===== config.mk =====
export PLATFORM = sky130hd
export DESIGN_NAME = bson_field_locator
export DESIGN_NICKNAME = d
export VERILOG_FILES = /design/src/bfl_pkg.sv /design/src/bfl_fifo.sv /design/src/bfl_front.sv /design/src/bfl_scan.sv /design/src/bson_field_locator.sv
export SDC_FILE = /design/constraint.sdc
export NUM_CORES = 1
export LEC_CHECK = 0
export BUFFER_PORTS_ARGS = -buffer_cell sky130_fd_sc_hd__clkbuf_2
export CAP_MARGIN = 5
export CORE_MARGIN = 5
export CORE_UTILIZATION = 62
export CTS_BUF_LIST = sky130_fd_sc_hd__clkbuf_4 sky130_fd_sc_hd__clkbuf_8
export DETAILED_ROUTE_END_ITERATION = 6
export PLACE_DENSITY = 0.9
export SYNTH_ARGS = -nofsm -noshare
export SYNTH_HDL_FRONTEND = slang
export SYNTH_SLANG_ARGS = --single-unit

===== constraint.sdc =====
create_clock -name clk -period 7.3 [get_ports clk]
set_clock_uncertainty 0.05 [all_clocks]
set_input_delay 0.365 -clock clk [delete_from_list [all_inputs] [get_ports clk]]
set_output_delay 0.365 -clock clk [all_outputs]
set_load 0.005 [all_outputs]

===== src/bfl_pkg.sv =====
package bfl_pkg;

  // Default sizes
  localparam int KEY_BYTES_DEF   = 16;
  localparam int OFFSET_BITS_DEF = 32;
  localparam int MID_DEPTH       = 4;
  localparam int OUT_DEPTH       = 2;

  // Key register file: two 64-bit key words
  localparam int KEY_STORE_BITS = 128;
  localparam int CFG_DATA_BITS  = 64;
  localparam int CFG_ADDR_BITS  = 5;

  // Register indexes (byte address 8*index)
  localparam logic [1:0] REG_KEY_LOW  = 2'd0;
  localparam logic [1:0] REG_KEY_HIGH = 2'd1;
  localparam logic [1:0] REG_KEY_LEN  = 2'd2;

  // Result status codes
  localparam logic [1:0] STATUS_FOUND       = 2'd0;
  localparam logic [1:0] STATUS_NOT_FOUND   = 2'd1;
  localparam logic [1:0] STATUS_UNSUPPORTED = 2'd2;
  localparam logic [1:0] STATUS_TRUNCATED   = 2'd3;

  typedef enum logic [2:0] {
    PH_HEADER,
    PH_TAG,
    PH_NAME,
    PH_LENGTH,
    PH_SKIP,
    PH_DONE
  } phase_t;

  // How the value of an element is skipped
  typedef enum logic [2:0] {
    KIND_FIXED,
    KIND_STRING,
    KIND_DOCUMENT,
    KIND_BINARY,
    KIND_UNSUPPORTED
  } tag_kind_t;

  typedef struct packed {
    logic [7:0] data_byte;
    logic       last_byte;
  } in_item_t;

  typedef struct packed {
    logic [1:0]  status;
    logic [31:0] element_offset;
    logic [7:0]  element_tag;
  } out_item_t;

  // Byte plus its meaning if it is read as a type tag
  typedef struct packed {
    in_item_t   item;
    tag_kind_t  kind;
    logic [4:0] fixed_width;
  } cls_item_t;

endpackage


===== src/bfl_fifo.sv =====
module bfl_fifo #(
  parameter int WIDTH = 8,
  parameter int DEPTH = 4
) (
  input  logic             clk,
  input  logic             rst_n,
  input  logic             wr_en,
  input  logic [WIDTH-1:0] wr_data,
  output logic             full,
  input  logic             rd_en,
  output logic [WIDTH-1:0] rd_data,
  output logic             empty
);

  localparam int PTR_BITS = (DEPTH > 1) ? $clog2(DEPTH) : 1;
  localparam int CNT_BITS = $clog2(DEPTH + 1);

  logic [WIDTH-1:0]    mem_r [DEPTH];
  logic [PTR_BITS-1:0] wr_ptr_r, wr_ptr_nxt;
  logic [PTR_BITS-1:0] rd_ptr_r, rd_ptr_nxt;
  logic [CNT_BITS-1:0] cnt_r, cnt_nxt;
  logic                do_wr, do_rd;

  assign full    = (cnt_r == CNT_BITS'(DEPTH));
  assign empty   = (cnt_r == '0);
  assign do_wr   = wr_en & ~full;
  assign do_rd   = rd_en & ~empty;
  assign rd_data = mem_r[rd_ptr_r];

  // Pointer and fill count update
  always_comb begin
    wr_ptr_nxt = wr_ptr_r;
    rd_ptr_nxt = rd_ptr_r;
    cnt_nxt    = cnt_r;
    if (do_wr) begin
      wr_ptr_nxt = (wr_ptr_r == PTR_BITS'(DEPTH - 1)) ? '0 : wr_ptr_r + 1'b1;
    end
    if (do_rd) begin
      rd_ptr_nxt = (rd_ptr_r == PTR_BITS'(DEPTH - 1)) ? '0 : rd_ptr_r + 1'b1;
    end
    if (do_wr && !do_rd) begin
      cnt_nxt = cnt_r + 1'b1;
    end else if (do_rd && !do_wr) begin
      cnt_nxt = cnt_r - 1'b1;
    end
  end

  always_ff @(posedge clk) begin
    if (!rst_n) begin
      wr_ptr_r <= '0;
      rd_ptr_r <= '0;
      cnt_r    <= '0;
    end else begin
      wr_ptr_r <= wr_ptr_nxt;
      rd_ptr_r <= rd_ptr_nxt;
      cnt_r    <= cnt_nxt;
    end
  end

  // Storage, no reset
  always_ff @(posedge clk) begin
    if (do_wr) begin
      mem_r[wr_ptr_r] <= wr_data;
    end
  end

endmodule


===== src/bfl_front.sv =====
module bfl_front (
  input  logic                push,
  input  bfl_pkg::in_item_t   in_item,
  output logic                full,
  input  logic                mid_full,
  output logic                mid_push,
  output bfl_pkg::cls_item_t  mid_data
);

  bfl_pkg::tag_kind_t kind;
  logic [4:0]         fixed_width;

  // Value class of the byte, taken as a type tag
  always_comb begin
    kind        = bfl_pkg::KIND_FIXED;
    fixed_width = 5'd0;
    case (in_item.data_byte)
      8'h01: fixed_width = 5'd8;
      8'h02: kind = bfl_pkg::KIND_STRING;
      8'h03: kind = bfl_pkg::KIND_DOCUMENT;
      8'h04: kind = bfl_pkg::KIND_DOCUMENT;
      8'h05: kind = bfl_pkg::KIND_BINARY;
      8'h06: fixed_width = 5'd0;
      8'h07: fixed_width = 5'd12;
      8'h08: fixed_width = 5'd1;
      8'h09: fixed_width = 5'd8;
      8'h0A: fixed_width = 5'd0;
      8'h10: fixed_width = 5'd4;
      8'h11: fixed_width = 5'd8;
      8'h12: fixed_width = 5'd8;
      8'h13: fixed_width = 5'd16;
      8'h7F: fixed_width = 5'd0;
      8'hFF: fixed_width = 5'd0;
      default: kind = bfl_pkg::KIND_UNSUPPORTED;
    endcase
  end

  // Request goes straight into the decoupling queue
  assign full                 = mid_full;
  assign mid_push             = push;
  assign mid_data.item        = in_item;
  assign mid_data.kind        = kind;
  assign mid_data.fixed_width = fixed_width;

endmodule


===== src/bfl_scan.sv =====
module bfl_scan #(
  parameter int KEY_BYTES   = bfl_pkg::KEY_BYTES_DEF,
  parameter int OFFSET_BITS = bfl_pkg::OFFSET_BITS_DEF
) (
  input  logic                   clk,
  input  logic                   rst_n,
  input  logic                   mid_empty,
  input  bfl_pkg::cls_item_t     mid_data,
  output logic                   mid_pop,
  input  logic                   out_full,
  output logic                   out_push,
  output bfl_pkg::out_item_t     out_data,
  input  logic [KEY_BYTES*8-1:0] key,
  input  logic [4:0]             key_length
);

  bfl_pkg::phase_t    phase_r, phase_nxt;
  logic [OFFSET_BITS-1:0] pos_r, pos_nxt;
  logic [OFFSET_BITS-1:0] start_r, start_nxt;
  logic [7:0]         tag_r, tag_nxt;
  bfl_pkg::tag_kind_t kind_r, kind_nxt;
  logic [4:0]         fixed_w_r, fixed_w_nxt;
  logic [4:0]         name_pos_r, name_pos_nxt;
  logic               name_eq_r, name_eq_nxt;
  logic [31:0]        len_word_r, len_word_nxt;
  logic [1:0]         len_cnt_r, len_cnt_nxt;
  logic [31:0]        skip_r, skip_nxt;

  logic [bfl_pkg::KEY_STORE_BITS-1:0] key_ext;
  logic [4:0]  len_clamp;
  logic [7:0]  expect_byte;
  logic [7:0]  b;
  logic        last;
  logic        fire;
  logic        name_eq_new;
  logic [31:0] len_value;
  logic [31:0] rest;
  logic [31:0] skip_dec;
  logic        emit;

  assign fire     = ~mid_empty & ~out_full;
  assign mid_pop  = fire;
  assign b        = mid_data.item.data_byte;
  assign last     = mid_data.item.last_byte;
  assign key_ext  = bfl_pkg::KEY_STORE_BITS'(key);

  // Key byte expected at the current name position
  assign len_clamp   = (key_length > 5'(KEY_BYTES)) ? 5'(KEY_BYTES) : key_length;
  assign expect_byte = (name_pos_r < len_clamp) ?
                       key_ext[{name_pos_r[3:0], 3'b000} +: 8] : 8'h00;
  assign name_eq_new = name_eq_r & (b == expect_byte);

  // Little-endian length word, bytes shift in from the top
  assign len_value = {b, len_word_r[31:8]};
  assign skip_dec  = (skip_r != '0) ? skip_r - 1'b1 : '0;

  // Bytes left after the length word
  always_comb begin
    rest = '0;
    if (!len_value[31]) begin
      case (kind_r)
        bfl_pkg::KIND_STRING: rest = len_value;
        bfl_pkg::KIND_BINARY: rest = len_value + 1'b1;
        default:              rest = (len_value >= 32'd4) ? len_value - 32'd4 : '0;
      endcase
    end
  end

  // Next scan phase
  always_comb begin
    phase_nxt = phase_r;
    if (fire) begin
      case (phase_r)
        bfl_pkg::PH_HEADER: begin
          if (pos_r >= OFFSET_BITS'(3)) phase_nxt = bfl_pkg::PH_TAG;
        end
        bfl_pkg::PH_TAG: begin
          phase_nxt = (b == 8'h00) ? bfl_pkg::PH_DONE : bfl_pkg::PH_NAME;
        end
        bfl_pkg::PH_NAME: begin
          if (b == 8'h00) begin
            if (name_eq_new || kind_r == bfl_pkg::KIND_UNSUPPORTED) begin
              phase_nxt = bfl_pkg::PH_DONE;
            end else if (kind_r == bfl_pkg::KIND_FIXED) begin
              phase_nxt = (fixed_w_r == '0) ? bfl_pkg::PH_TAG : bfl_pkg::PH_SKIP;
            end else begin
              phase_nxt = bfl_pkg::PH_LENGTH;
            end
          end
        end
        bfl_pkg::PH_LENGTH: begin
          if (len_cnt_r == 2'd3) begin
            phase_nxt = (rest == '0) ? bfl_pkg::PH_TAG : bfl_pkg::PH_SKIP;
          end
        end
        bfl_pkg::PH_SKIP: begin
          if (skip_dec == '0) phase_nxt = bfl_pkg::PH_TAG;
        end
        default: phase_nxt = phase_r;
      endcase
      if (last) phase_nxt = bfl_pkg::PH_HEADER;
    end
  end

  // Datapath and result
  always_comb begin
    pos_nxt      = pos_r;
    start_nxt    = start_r;
    tag_nxt      = tag_r;
    kind_nxt     = kind_r;
    fixed_w_nxt  = fixed_w_r;
    name_pos_nxt = name_pos_r;
    name_eq_nxt  = name_eq_r;
    len_word_nxt = len_word_r;
    len_cnt_nxt  = len_cnt_r;
    skip_nxt     = skip_r;
    emit         = 1'b0;
    out_data     = '0;
    if (fire) begin
      pos_nxt = pos_r + 1'b1;
      case (phase_r)
        bfl_pkg::PH_TAG: begin
          if (b == 8'h00) begin
            emit            = 1'b1;
            out_data.status = bfl_pkg::STATUS_NOT_FOUND;
          end else begin
            start_nxt    = pos_r;
            tag_nxt      = b;
            kind_nxt     = mid_data.kind;
            fixed_w_nxt  = mid_data.fixed_width;
            name_pos_nxt = '0;
            name_eq_nxt  = 1'b1;
          end
        end
        bfl_pkg::PH_NAME: begin
          name_eq_nxt = name_eq_new;
          if (b != 8'h00) begin
            if (name_pos_r != 5'd31) name_pos_nxt = name_pos_r + 1'b1;
          end else if (name_eq_new || kind_r == bfl_pkg::KIND_UNSUPPORTED) begin
            emit                    = 1'b1;
            out_data.status         = name_eq_new ? bfl_pkg::STATUS_FOUND :
                                                    bfl_pkg::STATUS_UNSUPPORTED;
            out_data.element_offset = 32'(start_r);
            out_data.element_tag    = tag_r;
          end else if (kind_r == bfl_pkg::KIND_FIXED) begin
            skip_nxt = 32'(fixed_w_r);
          end else begin
            len_word_nxt = '0;
            len_cnt_nxt  = '0;
          end
        end
        bfl_pkg::PH_LENGTH: begin
          len_word_nxt = len_value;
          if (len_cnt_r == 2'd3) begin
            len_cnt_nxt = '0;
            skip_nxt    = rest;
          end else begin
            len_cnt_nxt = len_cnt_r + 1'b1;
          end
        end
        bfl_pkg::PH_SKIP: skip_nxt = skip_dec;
        default: ;
      endcase
      // End of buffer: report truncation if nothing yet, then rearm
      if (last) begin
        if (!emit && phase_r != bfl_pkg::PH_DONE) begin
          emit            = 1'b1;
          out_data        = '0;
          out_data.status = bfl_pkg::STATUS_TRUNCATED;
        end
        pos_nxt      = '0;
        start_nxt    = '0;
        tag_nxt      = '0;
        kind_nxt     = bfl_pkg::KIND_FIXED;
        fixed_w_nxt  = '0;
        name_pos_nxt = '0;
        name_eq_nxt  = 1'b1;
        len_word_nxt = '0;
        len_cnt_nxt  = '0;
        skip_nxt     = '0;
      end
    end
  end

  assign out_push = emit;

  always_ff @(posedge clk) begin
    if (!rst_n) begin
      phase_r    <= bfl_pkg::PH_HEADER;
      pos_r      <= '0;
      start_r    <= '0;
      tag_r      <= '0;
      kind_r     <= bfl_pkg::KIND_FIXED;
      fixed_w_r  <= '0;
      name_pos_r <= '0;
      name_eq_r  <= 1'b1;
      len_word_r <= '0;
      len_cnt_r  <= '0;
      skip_r     <= '0;
    end else begin
      phase_r    <= phase_nxt;
      pos_r      <= pos_nxt;
      start_r    <= start_nxt;
      tag_r      <= tag_nxt;
      kind_r     <= kind_nxt;
      fixed_w_r  <= fixed_w_nxt;
      name_pos_r <= name_pos_nxt;
      name_eq_r  <= name_eq_nxt;
      len_word_r <= len_word_nxt;
      len_cnt_r  <= len_cnt_nxt;
      skip_r     <= skip_nxt;
    end
  end

endmodule


===== src/bson_field_locator.sv =====
// Scans a BSON document streamed in one byte per request and reports the first
// top-level element whose name equals the configured key: found (with the
// element's tag offset and tag), not found at the end marker, unsupported type,
// or truncated when the byte marked last arrives first. The scanner takes a byte
// whenever one is queued and the result queue has room; a four-entry queue separates
// byte intake from the scanner, and a two-entry result queue lets the scanner keep
// running while a result waits, so a byte can be pushed every cycle while the byte
// queue has room. The scanner holds only while two results wait unread. The byte
// queue feeds the scanner, which writes each result into the result queue; the
// ports show it once earlier results are read. The byte marked last always rearms
// the scan for the next document. Write the key registers only while idle.
module bson_field_locator #(
  parameter int KEY_BYTES   = bfl_pkg::KEY_BYTES_DEF,
  parameter int OFFSET_BITS = bfl_pkg::OFFSET_BITS_DEF
) (
  input  logic                              clk,
  input  logic                              rst_n,
  // Byte input queue
  input  logic                              push,
  output logic                              full,
  input  bfl_pkg::in_item_t                 in_item,
  // Result queue
  output logic                              empty,
  input  logic                              pop,
  output bfl_pkg::out_item_t                out_item,
  // Register port
  input  logic                              psel,
  input  logic                              penable,
  input  logic                              pwrite,
  input  logic [bfl_pkg::CFG_ADDR_BITS-1:0] paddr,
  input  logic [bfl_pkg::CFG_DATA_BITS-1:0] pwdata,
  output logic [bfl_pkg::CFG_DATA_BITS-1:0] prdata,
  output logic                              pready
);

  localparam int MID_W = $bits(bfl_pkg::cls_item_t);
  localparam int OUT_W = $bits(bfl_pkg::out_item_t);

  logic [KEY_BYTES*8-1:0] key_r, key_nxt;
  logic [4:0]             key_len_r, key_len_nxt;
  logic [bfl_pkg::KEY_STORE_BITS-1:0] key_ext, key_upd;
  logic [1:0]             reg_idx;
  logic                   wr_en;

  logic               mid_push, mid_full, mid_pop, mid_empty;
  bfl_pkg::cls_item_t mid_wdata, mid_rdata;
  logic [MID_W-1:0]   mid_rbits;
  logic               res_push, res_full;
  bfl_pkg::out_item_t res_wdata;
  logic [OUT_W-1:0]   res_rbits;

  // Register port decode
  assign pready  = 1'b1;
  assign wr_en   = psel & penable & pwrite & pready;
  assign reg_idx = paddr[4:3];
  assign key_ext = bfl_pkg::KEY_STORE_BITS'(key_r);

  always_comb begin
    key_upd     = key_ext;
    key_len_nxt = key_len_r;
    if (wr_en) begin
      case (reg_idx)
        bfl_pkg::REG_KEY_LOW:  key_upd[63:0]   = pwdata;
        bfl_pkg::REG_KEY_HIGH: key_upd[127:64] = pwdata;
        bfl_pkg::REG_KEY_LEN:  key_len_nxt     = pwdata[4:0];
        default: ;
      endcase
    end
    key_nxt = key_upd[KEY_BYTES*8-1:0];
  end

  always_comb begin
    case (reg_idx)
      bfl_pkg::REG_KEY_LOW:  prdata = key_ext[63:0];
      bfl_pkg::REG_KEY_HIGH: prdata = key_ext[127:64];
      bfl_pkg::REG_KEY_LEN:  prdata = bfl_pkg::CFG_DATA_BITS'(key_len_r);
      default:               prdata = '0;
    endcase
  end

  always_ff @(posedge clk) begin
    if (!rst_n) begin
      key_r     <= '0;
      key_len_r <= '0;
    end else begin
      key_r     <= key_nxt;
      key_len_r <= key_len_nxt;
    end
  end

  // Intake and tag classification
  bfl_front u_front (
    .push     (push),
    .in_item  (in_item),
    .full     (full),
    .mid_full (mid_full),
    .mid_push (mid_push),
    .mid_data (mid_wdata)
  );

  bfl_fifo #(
    .WIDTH (MID_W),
    .DEPTH (bfl_pkg::MID_DEPTH)
  ) u_mid_fifo (
    .clk     (clk),
    .rst_n   (rst_n),
    .wr_en   (mid_push),
    .wr_data (mid_wdata),
    .full    (mid_full),
    .rd_en   (mid_pop),
    .rd_data (mid_rbits),
    .empty   (mid_empty)
  );

  assign mid_rdata = bfl_pkg::cls_item_t'(mid_rbits);

  // Element walker
  bfl_scan #(
    .KEY_BYTES   (KEY_BYTES),
    .OFFSET_BITS (OFFSET_BITS)
  ) u_scan (
    .clk        (clk),
    .rst_n      (rst_n),
    .mid_empty  (mid_empty),
    .mid_data   (mid_rdata),
    .mid_pop    (mid_pop),
    .out_full   (res_full),
    .out_push   (res_push),
    .out_data   (res_wdata),
    .key        (key_r),
    .key_length (key_len_r)
  );

  bfl_fifo #(
    .WIDTH (OUT_W),
    .DEPTH (bfl_pkg::OUT_DEPTH)
  ) u_out_fifo (
    .clk     (clk),
    .rst_n   (rst_n),
    .wr_en   (res_push),
    .wr_data (res_wdata),
    .full    (res_full),
    .rd_en   (pop),
    .rd_data (res_rbits),
    .empty   (empty)
  );

  assign out_item = bfl_pkg::out_item_t'(res_rbits);

endmodule


-- Word-level counts from Yosys, hierarchy flattened
Memories as Yosys holds them, arrays and structs flattened. A register that Yosys moved wholly into a read port is not among the register bits.
Index checks and enable logic that the tools add are counted.
- add/subtract/negate cells: 14
- equality and inequality tests: 45
- bitwise operators: 12
- shift-type cells: 1
- mux-type cells: 91
- $lt $le $gt $ge: 4
- reductions and logical operators: 41
- operator list (kind ; count):
    2-to-1 mux 32 bit ; 16
    2-to-1 mux 42 bit ; 5
    one-hot mux 64 bit (3 select lines) ; 1
    one-hot mux 32 bit (2 select lines) ; 2
    variable part select 128 x 8 -> 8 bit ; 1
    one-hot mux 32 bit (3 select lines) ; 1
    adder 32 x 1 -> 32 bit, second input constant ; 2
    logical NOT 32 bit ; 2
    2-to-1 mux 3 bit ; 15
    2-to-1 mux 40 bit ; 1
    2-to-1 mux 5 bit ; 8
    equality test 8 x 3 -> 1 bit, second input constant ; 4
    equality test 8 x 5 -> 1 bit, second input constant ; 4
    >= comparator 32 x 2 -> 1 bit, second input constant ; 1
    >= comparator 32 x 3 -> 1 bit, second input constant ; 1
    2-to-1 mux 8 bit ; 4
    nonzero test 32 bit ; 1
    subtractor 32 x 1 -> 32 bit, second input constant ; 1
    subtractor 32 x 3 -> 32 bit, second input constant ; 1
    one-hot mux 5 bit (5 select lines) ; 1
    equality test 8 x 4 -> 1 bit, second input constant ; 3
    2-to-1 mux 2 bit ; 12
    != test 3 x 2 -> 1 bit, second input constant ; 7
    2-to-1 mux 1 bit ; 18
    other kinds (47) ; 96
- RAM bits: 152
- register bits after elaboration: 299
- output and inout bits: 109
- memories kept: 2
- memories (name ; words ; bits a word ; rd ports ; clocked after Yosys merged registers in ; write ports ; RTL line ; RTL):
    u_out_fifo.mem_r ; 2 ; 42 ; 1 ; 1 ; 1 ; bfl_fifo.sv:18 ; logic [WIDTH-1:0] mem_r [DEPTH];
    u_mid_fifo.mem_r ; 4 ; 17 ; 1 ; 1 ; 1 ; bfl_fifo.sv:18 ;

-- Logic depth before layout (Yosys ltp)
Gate-level depths: netlist (run 1).
- depth in word-level cells: 21
- mapped depth: 16

-- Hierarchy
A second synthesis (run 1) with hierarchy kept.
- cell total of the unflattened synthesis: 2399
- area total of the unflattened synthesis: 23566.4 um2
- modules (own cells, without submodules) (module ; cells an instance ; times used ; area an instance (um2)):
    bfl_scan ; 1404 ; 1 ; 11024.3
    bson_field_locator ; 654 ; 1 ; 6027.0
    bfl_fifo at u_out_fifo ; 156 ; 1 ; 3254.4
    bfl_fifo at u_mid_fifo ; 140 ; 1 ; 2972.9
    bfl_front ; 45 ; 1 ; 287.8

-- Worst setup path before layout (run 1)
Ideal clock, no wire load.
- path type: register to register
- from: register u_scan.name_pos_r[2]
- to: memory u_out_fifo.mem_r[1][0] (netlist name) (enable)
- cell stages (with the launch flop): 13
- arrival: 4.800 ns
- required time: 6.802 ns
- slack: 2.002 ns
- cells stage by stage: dfxtp_1 -> clkbuf_1 -> buf_2 -> buf_1 -> mux4_2 -> a22oi_1 -> nand3_1 -> a2bb2oi_1 -> o2111ai_1 -> nor4_2 -> o211a_1 -> nor2_1 -> nor2b_1
- longest elaborated chain between the ends: 17
- elaborated cells between the ends (all ways): 18
- classes of those cells: order compare: 1; eq/ne: 1; shift: 1; mux: 10; bitwise: 2; reduce/logical: 3
- RTL lines (item ; RTL line ; RTL):
    start, declared ; bfl_scan.sv:23 ; logic [4:0] name_pos_r, name_pos_nxt;
    start signal, assigned ; bfl_scan.sv:207 ; name_pos_r <= name_pos_nxt;
    variable part select 128 x 8 -> 8 bit or less-than comparator 5 bit (tied branches) ; bfl_scan.sv:50, bfl_scan.sv:49 ;
    2-to-1 mux 8 bit * ; bfl_scan.sv:49 ; assign expect_byte = (name_pos_r < len_clamp) ?
    equality test 8 bit * ; bfl_scan.sv:51 ; assign name_eq_new = name_eq_r & (b == expect_byte);
    AND 1 bit * ; bfl_scan.sv:51 ;
    logical OR 1 bit * ; bfl_scan.sv:139 ; end else if (name_eq_new || kind_r == bfl_pkg::KIND_UNSUPPORTED) begin
    2-to-1 mux 1 bit * ; bfl_scan.sv:139 ;
    2-to-1 mux 1 bit * ; bfl_scan.sv:137 ; if (b != 8'h00) begin
    one-hot mux 1 bit (2 select lines) * ; bfl_scan.sv:121 ; case (phase_r)
    2-to-1 mux 1 bit * ; bfl_scan.sv:119 ; if (fire) begin
    logical NOT 1 bit ; bfl_scan.sv:166 ; if (!emit && phase_r != bfl_pkg::PH_DONE) begin
    logical AND 1 bit ; bfl_scan.sv:166 ;
    2-to-1 mux 1 bit ; bfl_scan.sv:166 ;
    2-to-1 mux 1 bit * ; bfl_scan.sv:165 ; if (last) begin
    2-to-1 mux 1 bit * ; bfl_scan.sv:119 ;
    AND 1 bit * ; bfl_fifo.sv:26 ; assign do_wr = wr_en & ~full;
    2-to-1 mux 1 bit * ; bfl_fifo.sv:62 ; if (do_wr) begin
    2-to-1 mux 1 bit (not written as such) * ; bfl_fifo.sv:63 ; mem_r[wr_ptr_r] <= wr_data;
    end, declared ; bfl_fifo.sv:18 ;
Every way passes the cells marked *; elsewhere a longest branch is shown, timed or not. The select of a mux whose other input is x is not followed.

-- Final worst setup path (run 1)
- from: register u_scan.name_pos_r[0]
- to: memory u_out_fifo.mem_r[0][37] (netlist name) (enable)
Same word-level chain as after synthesis.

==> impl_metrics.csv, run 1 <==
group,metric,value,unit
detailed_routing,via_per_inst,6.52,
logic_synthesis,ys_types,81,
cells_and_area,area_growth,14.4,%
clock_network,h-tree-depth,3,
global_routing,overflow,0,
detailed_routing,vias,19900,
global_routing,grt_pass1_vias,19700,
placement,io_buffers,189,
placement,placed_area,23600,sq um
critical_path,worstSetupPathType,"register to register",
critical_path,startpoint_type,"register",
sta,setup_viol,0,
detailed_routing,ant_nets,0,
logic_synthesis,synth-seq-cells,441,
placement,dpl_worst_slack,1920,ps
outcome,status,"finished with violations",
sta,min_period,5520,ps
placement,place_hpwl,43700,microns
critical_path,worstPathMaxFanout,42,
clock_network,clk_path_buf_depth,3,
logic_synthesis,synth_cells,2362,
cells_and_area,fin_util,72.2,%
outcome,violations,"DRC",
critical_path,crit_required,7550,ps
cells_and_area,area.sequential,10300,sq um
sta,fin_ws,1780,ps
logic_synthesis,async_reset_ff_share,0,%
detailed_routing,drt_iter0_drc,2311,
detailed_routing,wirelength,68500,microns
detailed_routing,first_pass_iters,7,
logic_synthesis,avgSynthCellArea,9.55,sq um
pwr,p_int,5.07,mW
global_routing,grt_usage,32.7,%
clock_network,cts.sinks,441,
pwr,powerDensity,303,nW/um^2
clock_network,clk_latency,630,ps
die,die-area,40300,sq um
placement,placed_cells,2856,
clock_network,cts_root_buf,"clkbuf_8",
sta,rsz0062_at_grt,"false",
pwr,finalPower,7.83,mW
sta,worstMarginPinSlew,1290,ps
pwr,p_clk_share,29.5,%
cells_and_area,drive_gt1_share,17.6,%
logic_synthesis,yosysWarnings,0,
critical_path,crit_top_cell,"buf_4",
clock_network,cts_tree,"done",
logic_synthesis,ys.flop_type,"dfxtp_1",
die,die_x,201,microns
sta,max_freq,181,MHz
die,core_area,35700,sq um
pwr,power.switching,2.76,mW
pwr,switching_share,35.3,%
die,ioPinCount,194,
cells_and_area,multiInputGateArea,11500,sq um
global_routing,antenna_found_initial,0,
clock_network,cts_buffers,72,
logic_synthesis,synth_enable_flop_cells,148,
pwr,pwr-share-comb,31.3,%
cells_and_area,fin_area,25800,sq um
sta,slew_headroom,13.9,%
cells_and_area,nFillCells,2323,
pwr,leakagePower,9.42,nW
critical_path,crit_path_max_incr_delay,960,ps
logic_synthesis,syn_area,22600,sq um
die,num_rows,69,
sta,holdWs,35.5,ps
cells_and_area,fin_cells,3055,
min_path,hold_class,"input pin to register",
critical_path,arrival,5780,ps
cells_and_area,nets,2644,
pwr,sequentialPowerShare,39.2,%
sta,timing.setup.tns,0,ps
logic_synthesis,ys_seq_area_share,45.7,%
detailed_routing,wl_per_cell,22.4,microns
run,maxCapViolCount,0,
cells_and_area,diodes,0,
sta,hold_viol_final,0,
critical_path,cp_cell_sequence,"buf_4 -> mux2_2 -> a221oi_1 -> a21oi_1 -> a221oi_1 -> a31oi_1 -> nor4_2 -> o211a_1 -> buf_4 -> nor2_1 -> nor2_4 -> buf_4",
global_routing,grt_max_degree,136,
global_routing,grt_pass1_wl,108000,microns
logic_synthesis,syn-num-nets,2470,
placement,routabilityCongestion,0.944,
die,die_h,201,microns
critical_path,end_kind,"register",
detailed_routing,drc,2,
pwr,ir_drop,206,uV
clock_network,clk_pin_slew,60,ps
sta,slew_viol_final,0,
die,initial_core_util,63.1,%
sta,finalCritPeriodShare,75.6,%
critical_path,cp_slowest_cell,"dfxtp_1",
critical path, delay by kind of cell, from the launching register on:
kind / cells / cell delay, ps
and+or+nand+nor: 3 / 1490
AOI/OAI and AO/OA: 5 / 1150
buffers and inverters: 3 / 1130
DFF: 1 / 960
muxes: 1 / 370
area by class of cell:
| class | count | area share (%) |
|---|---|---|
| flip-flops and latches | 441 | 40.0 |
| clock buffers | 110 | 5.19 |
| well taps | 461 | 2.24 |
| clock inverters | 22 | 0.795 |
| repair buffers | 280 | 7.00 |
| multi-input cells | 1712 | 44.4 |
| inverters | 29 | 0.422 |
power groups by stage:
stage | sequential, mW | combinational, mW | clock [mW]
after floorplan | 2.97 | 1.77 | 0
after global placement | 3.08 | 2.29 | 0
after detailed placement | 3.11 | 2.35 | 0
after CTS | 3.06 | 2.40 | 2.32
after global routing | 3.09 | 2.65 | 2.43
final | 3.06 | 2.45 | 2.31
placed cells by master (no fill, tap or decap), drive strengths merged, types with 9 or more instances in the layout:
master / n
o211a: 18
nor2: 169
a21boi: 135
a22oi: 83
edfxtp: 148
nor2b: 93
or3: 22
mux2: 48
nand3: 53
nor4: 44
mux4: 40
clkbuf: 297
a31oi: 9
dlygate4sd3: 67
nor3: 50
o221ai: 15
mux2i: 97
and2: 61
a21oi: 58
nand4: 31
and3: 15
dfxtp: 293
ha: 22
nand2b: 18
buf: 26
inv: 30
or2: 11
nand2: 358
nor3b: 14
o21ai: 55
xnor2: 31
xor2: 43
or4: 10
clkinv: 16
worst paths after layout:
check | start | to | slack, ps | cells past startpoint
max | u_scan.name_pos_r[0] | u_out_fifo.mem_r[0][37] | 1780 | 12
min | pwdata[1] | key_ext[1] | 40 | 3
max reg2reg | u_scan.name_pos_r[0] | u_out_fifo.mem_r[0][37] | 1780 | 12
min reg2reg | key_ext[116] | key_ext[116] | 440 | 2
cell families after synthesis:
| family | count (synthesis) | synth area share [%] |
|---|---|---|
| AND/OR/NAND/NOR | 973 | 21.2 |
| AO/OA/AOI/OAI | 456 | 14.5 |
| flip-flops | 441 | 45.7 |
| buffers and inverters | 209 | 3.68 |
| multiplexers | 185 | 10.7 |
| XOR/XNOR | 74 | 2.87 |
| adder cells (fa/ha/maj) | 23 | 1.31 |
| other | 1 | 0.0166 |
repair_timing:
| item | 4_1_cts | 5_1_grt |
|---|---|---|
| gates resized for setup | 0 | 0 |
| hold buffers | 67 | 0 |
| setup buffers | 0 | 0 |
| endpoints found under the hold margin | 137 | 0 |
per-layer routing:
| layer | vias up | part of all wire, % | GRT usage [%] | wire length, microns |
|---|---|---|---|---|
| li1 | 8868 | - | - | - |
| met1 | 9429 | 37 | 41.4 | 25300 |
| met2 | 1337 | 48 | 54.3 | 32800 |
| met3 | 292 | 9.7 | 5.83 | 6650 |
| met4 | 0 | 5.5 | 16.0 | 3740 |
| met5 | - | 0 | 0 | 0 |
sequential cells by signal, summed over array words and instances, names as in the netlist, named ones only:
register and cells:
key_ext 128, u_out_fifo.mem_r 84, u_mid_fifo.mem_r 64, u_scan.pos_r 32, u_scan.skip_r 32, u_scan.start_r 32, u_scan.len_word_r 24, u_scan.tag_r 8
key_len_r 5, u_scan.name_pos_r 5, u_scan.fixed_w_r 4, u_mid_fifo.cnt_r 3, u_scan.kind_r 3, u_scan.phase_r 3, u_mid_fifo.rd_ptr_r 2, u_mid_fifo.wr_ptr_r 2
u_out_fifo.cnt_r 2, u_scan.len_cnt_r 2, u_out_fifo.rd_ptr_r 1, u_out_fifo.wr_ptr_r 1, u_scan.name_eq_r 1
cell usage after synthesis, drive strengths merged, types with 5 or more instances:
cell | number | area [sq um]
mux2i | 97 | 971
mux2 | 48 | 541
edfxtp | 148 | 4440
o211a | 18 | 180
a31oi | 9 | 56.3
o31ai | 7 | 57.6
inv | 28 | 105
or4 | 10 | 82.6
and4 | 8 | 70.1
a221oi | 5 | 43.8
a211oi | 7 | 52.6
or3 | 22 | 138
mux4 | 40 | 912
clkbuf | 148 | 556
o221ai | 15 | 131
and3 | 15 | 93.8
nand2b | 18 | 113
o22ai | 8 | 50.1
and2 | 61 | 382
buf | 32 | 166
nand4 | 31 | 194
dfxtp | 293 | 5870
nand3 | 53 | 265
nand3b | 5 | 37.5
nand2 | 358 | 1340
xor2 | 43 | 377
o211ai | 8 | 60.1
nor2 | 169 | 634
nor3b | 14 | 105
a21oi | 58 | 290
ha | 22 | 275
a21boi | 135 | 1010
o21ai | 55 | 275
nor2b | 93 | 582
xnor2 | 31 | 272
or2 | 11 | 68.8
o32ai | 6 | 52.6
a22oi | 83 | 623
nor3 | 50 | 250
nor4 | 44 | 294
Power figures use the tool's default switching activity.
==> inputs of run 2 (changes only) <==
Settings changed: CORE_UTILIZATION 62 to 56, PLACE_DENSITY 0.9 to 0.87.
Clock period 7.3 ns to 5 ns, I/O delays scaled along.
==> impl_metrics.csv, run 2 (same netlist as run 1, synthesis figures left out) <==
group,metric,value,unit
outcome,status,"finished with violations",
outcome,violations,"DRC",
sta,timing.setup.tns,0,ps
pwr,ir_drop,275,uV
clock_network,clk_path_buf_depth,3,
die,core_area,39800,sq um
pwr,leakagePower,9.52,nW
sta,holdWs,78.5,ps
detailed_routing,via_per_inst,6.30,
sta,hold_viol_final,0,
min_path,hold_class,"input pin to register",
run,maxCapViolCount,0,
die,initial_core_util,56.6,%
sta,worstMarginPinSlew,1150,ps
cells_and_area,drive_gt1_share,18.2,%
global_routing,grt_pass1_vias,19500,
global_routing,antenna_found_initial,1,
placement,dpl_worst_slack,622,ps
die,die_h,211,microns
placement,place_hpwl,44200,microns
sta,setup_viol,0,
global_routing,overflow,0,
clock_network,clk_pin_slew,60,ps
placement,io_buffers,189,
cells_and_area,largest_register_ffs,128,
placement,routabilityCongestion,0.930,
detailed_routing,ant_nets,0,
clock_network,cts_buffers,72,
global_routing,grt_pass1_wl,105000,microns
sta,slew_viol_final,0,
critical_path,worstSetupPathType,"register to register",
sta,min_period,4390,ps
detailed_routing,wl_met3,6160,microns
die,die-area,44400,sq um
critical_path,worstPathMaxFanout,10,
clock_network,clk_latency,640,ps
clock_network,h-tree-depth,3,
clock_network,cts.sinks,441,
sta,finalCritPeriodShare,87.7,%
detailed_routing,highest_layer,"met5",
cells_and_area,area_growth,15.5,%
placement,placed_area,23800,sq um
cells_and_area,mostFrequentLayoutCell,"nand2_1",
die,ioPinCount,194,
critical_path,end_kind,"register",
global_routing,grt_max_degree,102,
cells_and_area,diodes,0,
detailed_routing,drt_iter0_drc,2175,
detailed_routing,first_pass_iters,7,
critical_path,startpoint_type,"register",
clock_network,cts_tree,"done",
pwr,powerDensity,439,nW/um^2
die,num_rows,73,
global_routing,grt_usage,29.1,%
critical_path,regToRegSetupSlack,610,ps
sta,rsz0062_at_grt,"false",
critical_path,arrival,4900,ps
cells_and_area,nets,2664,
detailed_routing,routed-wl-met2,31900,microns
critical_path,crit_required,5510,ps
clock_network,cts_root_buf,"clkbuf_8",
pwr,finalPower,11.4,mW
detailed_routing,vias,19800,
sta,max_freq,228,MHz
cells_and_area,layout_common_cells,"nand2_1, dfxtp_1, clkbuf_2",
detailed_routing,drc,5,
sta,fin_ws,613,ps
sta,slew_headroom,23.3,%
cells_and_area,fin_area,26100,sq um
detailed_routing,wirelength,67200,microns
detailed_routing,wl_per_cell,21.4,microns
detailed_routing,wirelength_met1,25500,microns
die,die_x,211,microns
## run 2: power by group
group	internal (mW)	leakage, nW	total (mW)	switching [mW]
logic	1.45	4.98	3.63	2.18
clock network	1.85	0.820	3.35	1.49
registers	4.12	3.72	4.44	0.328
total	7.42	9.52	11.4	4.01
## run 2: metrics by stage
stage                     cells  util [%]
final                      3139      65.4
after global routing       3139      65.4
after CTS                  3139      65.4
after detailed placement   2934      59.7
after global placement     2934      59.7
after floorplan            2362         -
## run 2: routing by layer
layer | vias to the layer above | GRT usage [%]
li1 | 8911 | -
met1 | 9430 | 36.8
met2 | 1200 | 47.4
met3 | 245 | 5.93
met5 | - | 0
met4 | 2 | 15.3
## run 2: final cells by class
| cell class | instances | area [sq um] |
|---|---|---|
| Tap cell | 525 | 657 |
| Multi-Input combinational cell | 1712 | 11500 |
| Timing Repair Buffer | 300 | 1970 |
| Inverter | 29 | 109 |
| Fill cell | 2860 | 13800 |
| Clock buffer | 112 | 1350 |
| Clock inverter | 20 | 195 |
| Sequential cell | 441 | 10300 |
## run 2: worst paths after layout
kind / start / endpoint / depth (start not counted)
max: register / u_out_fifo.cnt_r[1] / 11
max reg2reg: register / u_out_fifo.cnt_r[1] / 11
min: rst_n / u_scan.skip_r[8] / 2
min reg2reg: key_ext[54] / key_ext[54] / 2
## run 2: what timing repair did
| item | in CTS | in global routing |
|---|---|---|
| hold buffers | 73 | 0 |
| endpoints found under the hold margin | 169 | 0 |
| setup buffers | 0 | 0 |
| gates resized for setup | 0 | 0 |
## run 2: critical path: stages, from the launching register on
cell and delay (ps):
dfxtp_1 530, buf_4 270, mux4_2 680, or4_4 580, nor4_2 690, a21oi_1 150, a211oi_1 300, nor2_1 190
inv_1 90, ha_1 250, or3_1 350, a21boi_0 180
==> inputs of run 3 (changes only) <==
Settings changed: BUFFER_PORTS_ARGS -buffer_cell sky130_fd_sc_hd__clkbuf_2 to unset, CORE_ASPECT_RATIO set to 1.2, CORE_UTILIZATION 56 to 60, DONT_BUFFER_PORTS set to 1, RECOVER_POWER set to 25.
==> impl_metrics.csv, run 3 (same netlist as run 1, synthesis figures left out) <==
group,metric,value,unit
sta,rsz0062_at_grt,"false",
die,die_x,187,microns
sta,finalCritPeriodShare,94.5,%
placement,place_hpwl,42200,microns
outcome,status,"finished with violations",
detailed_routing,wl_per_cell,23.7,microns
clock_network,cts.sinks,441,
global_routing,grt_pass1_wl,108000,microns
min_path,min_path_cells,2,
detailed_routing,first_pass_iters,6,
detailed_routing,vias,19500,
cells_and_area,mostFrequentLayoutCell,"nand2_1",
critical_path,reg2reg_depth,10,
detailed_routing,wirelength,68900,microns
clock_network,cts_root_buf,"clkbuf_8",
sta,timing.setup.tns,0,ps
critical_path,worstPathMaxFanout,17,
sta,setup_viol,0,
sta,min_period,4720,ps
cells_and_area,largest_register_ffs,128,
cells_and_area,nFillCells,2574,
pwr,ir_drop,265,uV
die,die_h,222,microns
pwr,leakagePower,8.81,nW
sta,worstMarginPinSlew,3310,ps
cells_and_area,drive_gt1_share,11.3,%
global_routing,grt_pass1_vias,19600,
global_routing,grt_usage,32.1,%
global_routing,overflow,0,
critical_path,startpoint_type,"register",
detailed_routing,ant_nets,0,
outcome,violations,"capacitance limit, slew limit",
cells_and_area,fin_util,68.2,%
critical_path,cp_cell_sequence,"mux2i_1 -> a22oi_1 -> and4b_1 -> nor4_1 -> a31oi_1 -> nor4_2 -> or2_2 -> o21a_1 -> o21ai_0 -> a21boi_0",
die,initial_core_util,61.0,%
placement,io_buffers,0,
sta,slew_headroom,-121,%
critical_path,regToRegSetupSlack,280,ps
clock_network,cts_tree,"done",
die,num_rows,77,
detailed_routing,drc,0,
clock_network,clk_path_buf_depth,3,
clock_network,cts_buffers,70,
run,maxCapViolCount,2,
cells_and_area,multiInputGateArea,11500,sq um
critical_path,worstSetupPathType,"register to register",
global_routing,antenna_found_initial,1,
die,ioPinCount,194,
min_path,hold_class,"input pin to register",
min_path,holdPathEnd,"u_mid_fifo.mem_r[1][7]",
clock_network,clk_latency,650,ps
detailed_routing,via_per_inst,6.71,
critical_path,crit_required,5490,ps
clock_network,h-tree-depth,3,
critical_path,cp_slowest_cell,"dfxtp_1",
placement,routabilityCongestion,0.972,
critical_path,crit_path_max_incr_delay,950,ps
sta,hold_viol_final,0,
die,die-area,41600,sq um
sta,slew_viol_final,130,
cells_and_area,area_growth,11.9,%
pwr,powerDensity,446,nW/um^2
sta,max_freq,212,MHz
cells_and_area,diodes,0,
cells_and_area,area.sequential,10300,sq um
clock_network,clk_pin_slew,70,ps
critical_path,end_kind,"register",
critical_path,arrival,5220,ps
detailed_routing,drt_iter0_drc,2140,
critical_path,r2r-start,"u_scan.name_pos_r[3]",
critical_path,worstReg2RegEnd,"u_scan.skip_r[24]",
cells_and_area,nets,2490,
min_path,hp-start,"in_item[4]",
global_routing,grt_max_degree,251,
clock_network,cts_setup_buffers,0,
die,core_area,37000,sq um
cells_and_area,layout_common_cells,"nand2_1, dfxtp_1, nor2_1",
==> run 3: worst max-delay path: cells and delay by family, from the launching register on <==
| family | cells | cell delay, ps |
|---|---|---|
| flip-flops | 1 | 950 |
| AND/OR/NAND/NOR | 4 | 1400 |
| multiplexers | 1 | 780 |
| AO/OA/AOI/OAI | 5 | 1440 |
==> run 3: final cells by class <==
cell class                 count  area share, %
clock inverter                18          0.873
clock buffer                 106           5.21
inverter                      29          0.431
timing repair buffer         128           4.86
tap                          474           2.35
sequential                   441           40.9
multi-input combinational   1712           45.4
==> run 3: layer usage <==
layer	routed length, microns	GRT usage [%]	up-vias	share of wire [%]
li1	-	-	8560	-
met1	24000	36.1	9361	35
met2	33400	54.1	1197	48
met3	6010	7.32	381	8.7
met4	5490	22.4	0	8.0
met5	0	0	-	0
==> run 3: how the worst max path moves through the flow <==
| stage | start | to | slack, ps | cells past startpoint |
|---|---|---|---|---|
| after floorplan | u_scan.name_pos_r[2] | u_out_fifo.mem_r[1][0] | 510 | 12 |
| after global placement | u_scan.name_pos_r[2] | u_out_fifo.mem_r[0][22] | 640 | 11 |
| after detailed placement | u_scan.name_pos_r[2] | u_out_fifo.cnt_r[1] | 560 | 13 |
| after CTS | u_scan.name_pos_r[2] | u_scan.skip_r[24] | 560 | 11 |
| after global routing | u_scan.name_pos_r[2] | u_scan.skip_r[24] | 100 | 11 |
| final | u_scan.name_pos_r[3] | u_scan.skip_r[24] | 280 | 10 |
==> run 3: power by group <==
| part | total [mW] | switching, mW | internal (mW) |
|---|---|---|---|
| clock | 3.37 | 1.50 | 1.87 |
| combinational | 3.42 | 2.10 | 1.32 |
| sequential | 4.45 | 0.331 | 4.12 |
| total | 11.2 | 3.93 | 7.31 |
==> run 3: through the flow <==
stage / total power, mW / hold WS (ps) / cell area (sq um) / std cells / setup WS, ps
5_1_grt: 11.8 / 40.3 / 25200 / 2908 / 99.7
2_1_floorplan: 6.93 / 299 / 22600 / 2362 / 510
3_5_place_dp: 7.74 / 299 / 22800 / 2692 / 558
6_report: 11.2 / 25.4 / 25200 / 2908 / 276
4_1_cts: 11.2 / 4.72 / 25200 / 2908 / 559
3_3_place_gp: 7.65 / 299 / 22800 / 2692 / 642
==> run 3: what timing repair did <==
item                                   CTS  global route
resized for setup                        0             0
hold buffers                            92             0
endpoints found under the hold margin  325             0
